`src/rtl/lcdc_pkg.sv`:
```
// ============================================================================
// lcdc_pkg: shared types and constants of the character LCD bus controller
// Item structs for the request and result channels, request codes and the
// power-on sequence table.
// ============================================================================
`default_nettype none

package lcdc_pkg;

  // Request item: one tick, optionally carrying a request.
  typedef struct packed {
    logic [2:0] func;
    logic [7:0] value;
    logic       busy_flag;
  } req_t;

  // Result item: LCD pin levels and status for one tick.
  typedef struct packed {
    logic [7:0] bus_data;
    logic       bus_drive;
    logic       reg_select;
    logic       read_write;
    logic       enable_pin;
    logic       ready_res;
    logic       rejected;
  } rsp_t;

  // Request codes carried in func.
  localparam logic [2:0] FUNC_TICK   = 3'd0;
  localparam logic [2:0] FUNC_INIT   = 3'd1;
  localparam logic [2:0] FUNC_CMD    = 3'd2;
  localparam logic [2:0] FUNC_DATA   = 3'd3;
  localparam logic [2:0] FUNC_CURSOR = 3'd4;

  // Reset value of the tick rate register.
  localparam logic [15:0] TICKS_PER_MS_RESET = 16'd1000;

  // Fixed bytes of the protocol.
  localparam logic [7:0] WAKE_BYTE    = 8'h30;
  localparam logic [7:0] CURSOR_BASE  = 8'h80;
  localparam logic [7:0] LINE1_OFFSET = 8'h40;

  // Power-on sequence: number of steps and kinds of step.
  localparam logic [3:0] SEQ_DONE = 4'd12;

  localparam logic [1:0] STEP_DELAY = 2'd0;
  localparam logic [1:0] STEP_WAKE  = 2'd1;
  localparam logic [1:0] STEP_WRITE = 2'd2;

  typedef struct packed {
    logic [1:0] kind;
    logic [7:0] arg;
  } step_t;

  // Power-on sequence table: delays in ms, wake pulses and setup commands.
  function automatic step_t init_entry(input logic [3:0] idx);
    step_t e;
    case (idx)
      4'd0:    e = '{kind: STEP_DELAY, arg: 8'd45};
      4'd1:    e = '{kind: STEP_WAKE,  arg: 8'h00};
      4'd2:    e = '{kind: STEP_DELAY, arg: 8'd5};
      4'd3:    e = '{kind: STEP_WAKE,  arg: 8'h00};
      4'd4:    e = '{kind: STEP_DELAY, arg: 8'd1};
      4'd5:    e = '{kind: STEP_WAKE,  arg: 8'h00};
      4'd6:    e = '{kind: STEP_DELAY, arg: 8'd1};
      4'd7:    e = '{kind: STEP_WRITE, arg: 8'h38};
      4'd8:    e = '{kind: STEP_WRITE, arg: 8'h0C};
      4'd9:    e = '{kind: STEP_WRITE, arg: 8'h06};
      4'd10:   e = '{kind: STEP_WRITE, arg: 8'h01};
      4'd11:   e = '{kind: STEP_WRITE, arg: 8'h02};
      default: e = '{kind: STEP_WRITE, arg: 8'h00};
    endcase
    return e;
  endfunction

endpackage

`default_nettype wire

```
`src/rtl/char_lcd_bus_controller.sv`:
```
// ============================================================================
// char_lcd_bus_controller: HD44780-style 8-bit LCD bus sequencer
// Turns a stream of tick items into LCD pin levels: power-on init, command,
// data and cursor writes with EN strobe and busy-flag polling.
// ============================================================================
// Every request item is one timing tick and yields exactly one result item
// holding the LCD pin levels for that tick. The block accepts one item per
// clock cycle and shows its result in the cycle after acceptance; the only
// limit on rate is the result register, which stalls the input while a
// result waits to be taken. Delays are counted in accepted items, with
// ticks_per_ms items making one millisecond (1000 after reset, 0 acts as 1).
// Requests arriving while a sequence runs are dropped and flagged rejected.
`default_nettype none

module char_lcd_bus_controller (
  input  wire logic           clk,
  input  wire logic           rst,
  input  wire logic           cfg_write,
  input  wire logic [15:0]    cfg_data,
  input  wire logic           req_valid,
  output logic                req_ready,
  input  wire lcdc_pkg::req_t req,
  output logic                rsp_valid,
  input  wire logic           rsp_ready,
  output lcdc_pkg::rsp_t      rsp
);

  logic           accept;
  lcdc_pkg::rsp_t rsp_next;

  assign accept = req_valid && req_ready;

  // Sequencer state and per-tick logic.
  lcdc_seq u_seq (
    .clk       (clk),
    .rst       (rst),
    .cfg_write (cfg_write),
    .cfg_data  (cfg_data),
    .advance   (accept),
    .req       (req),
    .rsp_next  (rsp_next)
  );

  // Result register.
  lcdc_out_reg u_out (
    .clk       (clk),
    .rst       (rst),
    .req_valid (req_valid),
    .req_ready (req_ready),
    .rsp_next  (rsp_next),
    .rsp_valid (rsp_valid),
    .rsp_ready (rsp_ready),
    .rsp       (rsp)
  );

  // An accepted item always leaves a result in the register.
  a_accept_gives_result: assert property (
    @(posedge clk) disable iff (rst) accept |=> rsp_valid
  ) else $error("accepted item left no result");

  // A tick cannot be both accepted as idle and rejected as busy.
  a_ready_or_rejected: assert property (
    @(posedge clk) disable iff (rst)
      rsp_valid |-> !(rsp.ready_res && rsp.rejected)
  ) else $error("result both ready and rejected");

  // A released bus is always a busy poll: instruction read with EN high.
  a_poll_pins: assert property (
    @(posedge clk) disable iff (rst)
      (rsp_valid && !rsp.bus_drive) |->
        (rsp.read_write && rsp.enable_pin && !rsp.reg_select &&
         rsp.bus_data == 8'h00)
  ) else $error("released bus without poll pin levels");

  // A driven bus never reads.
  a_drive_writes: assert property (
    @(posedge clk) disable iff (rst)
      (rsp_valid && rsp.bus_drive) |-> !rsp.read_write
  ) else $error("driven bus with RW high");

endmodule

`default_nettype wire

```
`src/rtl/lcdc_seq.sv`:
```
// ============================================================================
// lcdc_seq: sequencer state and per-tick update
// Holds the sequencer state and the tick rate register, and computes the
// pin levels and status of the current tick together with the next state.
// ============================================================================
`default_nettype none

module lcdc_seq (
  input  wire logic          clk,
  input  wire logic          rst,
  input  wire logic          cfg_write,
  input  wire logic [15:0]   cfg_data,
  input  wire logic          advance,
  input  wire lcdc_pkg::req_t req,
  output lcdc_pkg::rsp_t     rsp_next
);

  localparam logic [2:0] PH_IDLE   = 3'd0;
  localparam logic [2:0] PH_DELAY  = 3'd1;
  localparam logic [2:0] PH_WAKE   = 3'd2;
  localparam logic [2:0] PH_STROBE = 3'd3;
  localparam logic [2:0] PH_POLL   = 3'd4;

  typedef struct packed {
    logic [2:0]  phase;
    logic [3:0]  init_step;
    logic [5:0]  ms_left;
    logic [15:0] tick_in_ms;
    logic [7:0]  pending_byte;
    logic        pending_rs;
  } seq_state_t;

  // Starts a byte write: EN high for one millisecond.
  function automatic seq_state_t begin_write(input seq_state_t s_in,
                                             input logic [7:0] b,
                                             input logic rs);
    seq_state_t s;
    s = s_in;
    s.pending_byte = b;
    s.pending_rs   = rs;
    s.phase        = PH_STROBE;
    s.ms_left      = 6'd1;
    s.tick_in_ms   = '0;
    return s;
  endfunction

  // Starts the power-on step that init_step points at, or returns to idle.
  function automatic seq_state_t start_step(input seq_state_t s_in);
    seq_state_t      s;
    lcdc_pkg::step_t e;
    s = s_in;
    e = lcdc_pkg::init_entry(s_in.init_step);
    if (s_in.init_step >= lcdc_pkg::SEQ_DONE) begin
      s.phase = PH_IDLE;
    end else begin
      case (e.kind)
        lcdc_pkg::STEP_DELAY: begin
          s.phase      = PH_DELAY;
          s.ms_left    = e.arg[5:0];
          s.tick_in_ms = '0;
        end
        lcdc_pkg::STEP_WAKE: begin
          s.pending_byte = lcdc_pkg::WAKE_BYTE;
          s.pending_rs   = 1'b0;
          s.phase        = PH_WAKE;
        end
        default: begin
          s = begin_write(s, e.arg, 1'b0);
        end
      endcase
    end
    return s;
  endfunction

  seq_state_t  st;
  seq_state_t  st_next;
  logic [15:0] ticks_per_ms;

  seq_state_t  s;
  logic [15:0] lim;
  logic [15:0] tick_inc;
  logic        ms_wrap;
  logic [5:0]  ms_dec;
  logic [15:0] tick_new;
  logic        count_done;
  logic [7:0]  cursor_cmd;
  logic        ready_res;
  logic        rejected;

  // Cursor command: DDRAM address of the line plus the position.
  assign cursor_cmd = lcdc_pkg::CURSOR_BASE
                    + (req.value[4] ? lcdc_pkg::LINE1_OFFSET : 8'h00)
                    + {4'h0, req.value[3:0]};

  // Request acceptance, pin levels and next state for this tick.
  always_comb begin
    s         = st;
    ready_res = 1'b0;
    rejected  = 1'b0;
    if (s.phase > PH_POLL) begin
      s.phase = PH_IDLE;
    end

    // A request is taken only when idle; the accepting tick starts the action.
    if (s.phase == PH_IDLE) begin
      ready_res = 1'b1;
      case (req.func)
        lcdc_pkg::FUNC_INIT: begin
          s.pending_byte = '0;
          s.pending_rs   = 1'b0;
          s.init_step    = '0;
          s              = start_step(s);
        end
        lcdc_pkg::FUNC_CMD: begin
          s.init_step = lcdc_pkg::SEQ_DONE;
          s           = begin_write(s, req.value, 1'b0);
        end
        lcdc_pkg::FUNC_DATA: begin
          s.init_step = lcdc_pkg::SEQ_DONE;
          s           = begin_write(s, req.value, 1'b1);
        end
        lcdc_pkg::FUNC_CURSOR: begin
          s.init_step = lcdc_pkg::SEQ_DONE;
          s           = begin_write(s, cursor_cmd, 1'b0);
        end
        default: begin
        end
      endcase
    end else begin
      rejected = req.func inside {lcdc_pkg::FUNC_INIT, lcdc_pkg::FUNC_CMD,
                                  lcdc_pkg::FUNC_DATA, lcdc_pkg::FUNC_CURSOR};
    end

    // Pin levels of the phase in force for this tick.
    rsp_next.bus_data   = s.pending_byte;
    rsp_next.bus_drive  = 1'b1;
    rsp_next.reg_select = s.pending_rs;
    rsp_next.read_write = 1'b0;
    rsp_next.enable_pin = 1'b0;
    rsp_next.ready_res  = ready_res;
    rsp_next.rejected   = rejected;
    if (s.phase == PH_WAKE || s.phase == PH_STROBE) begin
      rsp_next.enable_pin = 1'b1;
    end else if (s.phase == PH_POLL) begin
      rsp_next.bus_data   = '0;
      rsp_next.bus_drive  = 1'b0;
      rsp_next.reg_select = 1'b0;
      rsp_next.read_write = 1'b1;
      rsp_next.enable_pin = 1'b1;
    end

    // Millisecond counter; a rate of zero counts as one.
    lim        = (ticks_per_ms == 16'd0) ? 16'd1 : ticks_per_ms;
    tick_inc   = s.tick_in_ms + 16'd1;
    ms_wrap    = (tick_inc >= lim);
    ms_dec     = s.ms_left;
    if (ms_wrap && s.ms_left != 6'd0) begin
      ms_dec = s.ms_left - 6'd1;
    end
    tick_new   = ms_wrap ? 16'd0 : tick_inc;
    count_done = (ms_dec == 6'd0);

    // Phase progress at the end of the tick.
    unique case (s.phase)
      PH_DELAY: begin
        s.tick_in_ms = tick_new;
        s.ms_left    = ms_dec;
        if (count_done) begin
          s.init_step = s.init_step + 4'd1;
          s           = start_step(s);
        end
      end
      PH_WAKE: begin
        s.init_step = s.init_step + 4'd1;
        s           = start_step(s);
      end
      PH_STROBE: begin
        s.tick_in_ms = tick_new;
        s.ms_left    = ms_dec;
        if (count_done) begin
          s.phase = PH_POLL;
        end
      end
      PH_POLL: begin
        if (!req.busy_flag) begin
          if (s.init_step < lcdc_pkg::SEQ_DONE) begin
            s.init_step = s.init_step + 4'd1;
          end
          s = start_step(s);
        end
      end
      default: begin
      end
    endcase
    st_next = s;
  end

  // Sequencer state advances once per accepted item.
  always_ff @(posedge clk) begin
    if (rst) begin
      st <= '{phase: PH_IDLE, init_step: '0, ms_left: '0, tick_in_ms: '0,
              pending_byte: '0, pending_rs: 1'b0};
    end else if (advance) begin
      st <= st_next;
    end
  end

  // Tick rate register.
  always_ff @(posedge clk) begin
    if (rst) begin
      ticks_per_ms <= lcdc_pkg::TICKS_PER_MS_RESET;
    end else if (cfg_write) begin
      ticks_per_ms <= cfg_data;
    end
  end

endmodule

`default_nettype wire

```
`src/rtl/lcdc_out_reg.sv`:
```
// ============================================================================
// lcdc_out_reg: result register
// Holds one result item until the consumer takes it and gives the input
// side ready whenever the register is empty or being emptied.
// ============================================================================
`default_nettype none

module lcdc_out_reg (
  input  wire logic           clk,
  input  wire logic           rst,
  input  wire logic           req_valid,
  output logic                req_ready,
  input  wire lcdc_pkg::rsp_t rsp_next,
  output logic                rsp_valid,
  input  wire logic           rsp_ready,
  output lcdc_pkg::rsp_t      rsp
);

  logic load;

  // A new item may enter as the held one leaves.
  assign req_ready = !rsp_valid || rsp_ready;
  assign load      = req_valid && req_ready;

  // Valid flag of the held item.
  always_ff @(posedge clk) begin
    if (rst) begin
      rsp_valid <= 1'b0;
    end else if (load) begin
      rsp_valid <= 1'b1;
    end else if (rsp_ready) begin
      rsp_valid <= 1'b0;
    end
  end

  // Result payload.
  always_ff @(posedge clk) begin
    if (load) begin
      rsp <= rsp_next;
    end
  end

endmodule

`default_nettype wire
```
`config.mk`:
```
export PLATFORM = sky130hd
export DESIGN_NAME = char_lcd_bus_controller
export DESIGN_NICKNAME = d
export VERILOG_FILES = /design/src/rtl/lcdc_pkg.sv /design/src/rtl/char_lcd_bus_controller.sv /design/src/rtl/lcdc_seq.sv /design/src/rtl/lcdc_out_reg.sv
export SDC_FILE = /design/constraint.sdc
export NUM_CORES = 1
export LEC_CHECK = 0
export BUFFER_PORTS_ARGS = -buffer_cell sky130_fd_sc_hd__buf_4
export CAP_MARGIN = 5
export CORE_UTILIZATION = 30
export CTS_CLUSTER_DIAMETER = 120
export DETAILED_ROUTE_END_ITERATION = 6
export PLACE_DENSITY = 0.44
export SLEW_MARGIN = 40
export SYNTH_ARGS = -nofsm -noshare
export SYNTH_HDL_FRONTEND = slang
export SYNTH_SLANG_ARGS = --single-unit
```
`constraint.sdc`:
```
create_clock -name clk -period 11.25 [get_ports clk]
set_input_delay 2.8125 -clock clk [delete_from_list [all_inputs] [get_ports clk]]
set_output_delay 2.8125 -clock clk [all_outputs]
set_load 0.02 [all_outputs]
```
==> summary.txt <==
Synthesis
  – Synth Area in XOR/XNOR: 2.44%
  – Yosys warning count: 0
  – Syn Area/Cell: 8.05 µm²
  – Seq cells post-synth: 69
  – Sequential element share of the synthesized area: 30.3%
  – Mapped Nets: 681
  – Mux contribution to synthesized area: 2.84%
  – Post-synth cell types: 85
  – Mapped cell area: 5020 µm²
  – Cells after Synth: 624
  – Synth Flop Type: dfxtp_1
  – Yosys top cell area share: 21.9%
  – Synth area leader: dfxtp_1
  – Complex-gate fraction of the synthesized area: 30.9%
  – Synth Area in Adders: 5.98%
  – Synth async-reset ratio: 0%
  – EDFF count, synth: 14
  – Largest family of logic cells by synthesized area: compound AO/OA/AOI/OAI gates
  – Top cells by area, synth: dfxtp_1 22%, edfxtp_1 8.4%, ha_1 6.0%
  – Simple-gate share of the synthesized area: 21.3%

Run
  – Max cap viols: 0

STA
  – Fmax: 134 MHz
  – RSZ-0062 raised after global routing: false
  – Final setup viols: 0
  – Final cycle utilization of the critical path: 66.5%
  – Worst Skew: 0.00878 ns
  – Setup TNS: 0 ns
  – Slew @ Worst Pin: 0.759 ns
  – Slew headroom: 48.1%
  – Final Max Tran Viols: 0
  – Hold slack: 0.480 ns
  – Final Hold Fails: 0
  – Min cycle time layout: 7.48 ns

Critical path
  – Startpoint types: input port
  – CP max FO: 13
  – Crit path buf inv count: 1
  – Slowest Stage Delay on Critical Path: 0.75 ns
  – CP required: 11.53 ns
  – Critical Path, Cell by Cell: buf_4 -> or3_1 -> o211ai_2 -> and2_1 -> ha_1 -> nand4_1 -> or3_1 -> a21oi_1 -> ha_1 -> o21ai_0 -> nor2_1 -> a2111oi_0 -> o21a_1 -> o21ai_0 -> a311oi_4 -> a22oi_1 -> nor2_1
  – CP endpoint kind: flop
  – Worst r2r src: u_seq.st[35]
  – Worst r2r dst: u_seq.st[21]
  – CP max stage cell: a311oi_4
  – CP delay by family, top: compound AO/OA/AOI/OAI gates
  – Worst R2R Path Depth: 16
  – WS Path Type: input port to flop
  – Flop2flop setup slack: 5.99 ns
  – Worst Path Arrival: 7.75 ns

Floorplanning
  – Full die area: 17300 µm²
  – Core area: 16100 µm²
  – Number of core rows: 46
  – Die width: 131 µm
  – I/O pin count: 49
  – Die H: 131 µm
  – Starting Density: 31.2%

Hold path
  – Hold_sp: u_seq.st[9]
  – Worst Hold Depth: 1
  – Min-Delay Endpoint: u_seq.st[9]
  – Hold WC Path Type: flop to flop

Global routing
  – Overall Global Routing Usage: 19.3%
  – First-pass GRT wire length: 26.1 mm
  – Largest net degree at the start of global routing: 37
  – Vias in the first global route: 4656
  – Total grt overflow: 0
  – Initial antenna violation count: 0

Clock tree
  – Clock Latency Late Sink: 0.35 ns
  – CTS sink cnt: 69
  – Clock slew seen by the registers of the worst setup and hold paths: 0.06 ns
  – # H-tree levels: 3
  – PostCTS Resize Cnt: 0
  – CTS Buffer Depth: 2
  – CTS root buf: clkbuf_16
  – CTS tree: built
  – Clock buffer count from CTS: 9
  – CTS Hold Bufs: 0
  – Total setup buffers inserted after CTS: 0

Drt
  – DRT antenna net count: 0
  – DR vias: 4960
  – Final WL: 16.4 mm
  – Routed wire per std cell: 18.8 µm
  – Initial drt markers: 416
  – Via density: 5.67
  – DR pass1 iterations: 5
  – # DRC: 0

Pwr
  – PD cells: 150 nW/µm²
  – Leak pwr: 2.24 nW
  – Peak VDD IR: 0.0000787 V

Placement
  – HPWL after DPL: 11.9 mm
  – RePlAce Congestion: 0.899
  – IO buf count: 48

Finish
  – Fill cell count: 1739
  – Nets: 711
  – Commonest non-fill, non-tap cell in the layout: nor2_1
  – N_diodes: 0
  – Commonest non-fill, non-tap cells in the layout: 80 x nor2_1, 55 x dfxtp_1, 54 x nand2_1, 54 x buf_4, 46 x o21ai_0
  – Share of cells above drive strength 1: 15.5%
  – Layout area overhead: 15.7%

Outcome
  – Outcome: complete, no violations
## worst max-delay path by stage
| stage | startpoint | depth (start not counted) | end | slack, ns |
|---|---|---|---|---|
| CTS | req[9] | 17 | u_seq.st[21] | 3.74 |
| finish | req[9] | 17 | u_seq.st[21] | 3.77 |
| global route | req[9] | 17 | u_seq.st[18] | 3.46 |
| global placement | req[9] | 17 | u_seq.st[11] | 3.41 |
| detailed placement | req[9] | 17 | u_seq.st[21] | 3.39 |
| floorplan | req[9] | 19 | u_seq.st[9] | 3.92 |
## per-layer routing
| layer | wire length, µm | GRT usage, % | up-vias | part of all wire [%] |
|---|---|---|---|---|
| met5 | 0 | 0 | - | 0 |
| met4 | 234 | 6.65 | 0 | 1.4 |
| met1 | 8210 | 28.0 | 2389 | 50 |
| met2 | 7130 | 28.5 | 156 | 43 |
| met3 | 876 | 3.43 | 17 | 5.3 |
| li1 | - | - | 2398 | - |
## cells in the mapped netlist, types with 3 or more instances
master     instances
a211oi_1           6
o211ai_1          11
or2_2              3
and4_1             4
a21boi_0           4
dfxtp_1           55
nand3_1           19
nand4_1            8
xnor2_1            6
xor2_1             8
mux2i_1           12
o311ai_1           4
ha_1              24
buf_6              7
and3_1             3
nor2_1            80
buf_4              3
o31ai_1            4
inv_1             29
nand2b_1           7
a22o_1             4
o22ai_1            5
buf_2              4
edfxtp_1          14
o32ai_1            3
or3_1              6
nor4_1             5
o21ai_1            4
o211ai_2           5
a31oi_1           13
a22oi_1           21
clkbuf_1          19
and2_1             5
a21oi_1           40
o21ai_0           46
o21a_1             4
nand2_1           54
o2111ai_1          4
nor3_1            11
a221oi_1           4
## registers in the layout (all words and copies together) (netlist names)
signal              cells
u_out.rsp_valid         1
u_seq.ticks_per_ms     16
u_seq.st               38
u_out.rsp              14
## area by class of cell
cell class / instances / area, µm² / share of cell area (%)
Clock inverter: 4 / 47.5 / 0.818
Sequential cell: 69 / 1520 / 26.2
Tap cell: 216 / 270 / 4.65
Multi-Input combinational cell: 490 / 3210 / 55.2
Timing Repair Buffer: 54 / 405 / 6.98
Inverter: 30 / 113 / 1.94
Clock buffer: 12 / 246 / 4.24
## cell families (layout without fill, tap and decap cells)
family | after synthesis | count (layout)
compound gates | 220 | 220
simple gates | 219 | 219
flops | 69 | 69
buf+inv | 65 | 100
fa+ha+maj | 24 | 24
xor+xnor | 14 | 14
mux | 13 | 13
## per-stage QoR
| step | instances | utilization, % | area (µm²) | worst slack, ns | total power [mW] |
|---|---|---|---|---|---|
| final | 875 | 36.1 | 5810 | 3.77 | 0.872 |
| after global routing | 875 | 36.1 | 5810 | 3.46 | 0.917 |
| after CTS | 875 | 36.0 | 5800 | 3.74 | 0.873 |
| after detailed placement | 859 | 34.2 | 5510 | 3.39 | 0.578 |
| after global placement | 859 | 34.1 | 5500 | 3.41 | 0.577 |
| after floorplan | 624 | - | 5020 | 3.92 | 0.495 |
## power by group
group / switching [mW] / internal [mW] / total (mW) / leakage [nW]
clock network: 0.116 / 0.177 / 0.293 / 0.143
registers: 0.0161 / 0.272 / 0.288 / 0.589
logic: 0.194 / 0.0965 / 0.290 / 1.51
total: 0.326 / 0.546 / 0.872 / 2.24
Power figures use the tool's default switching activity.
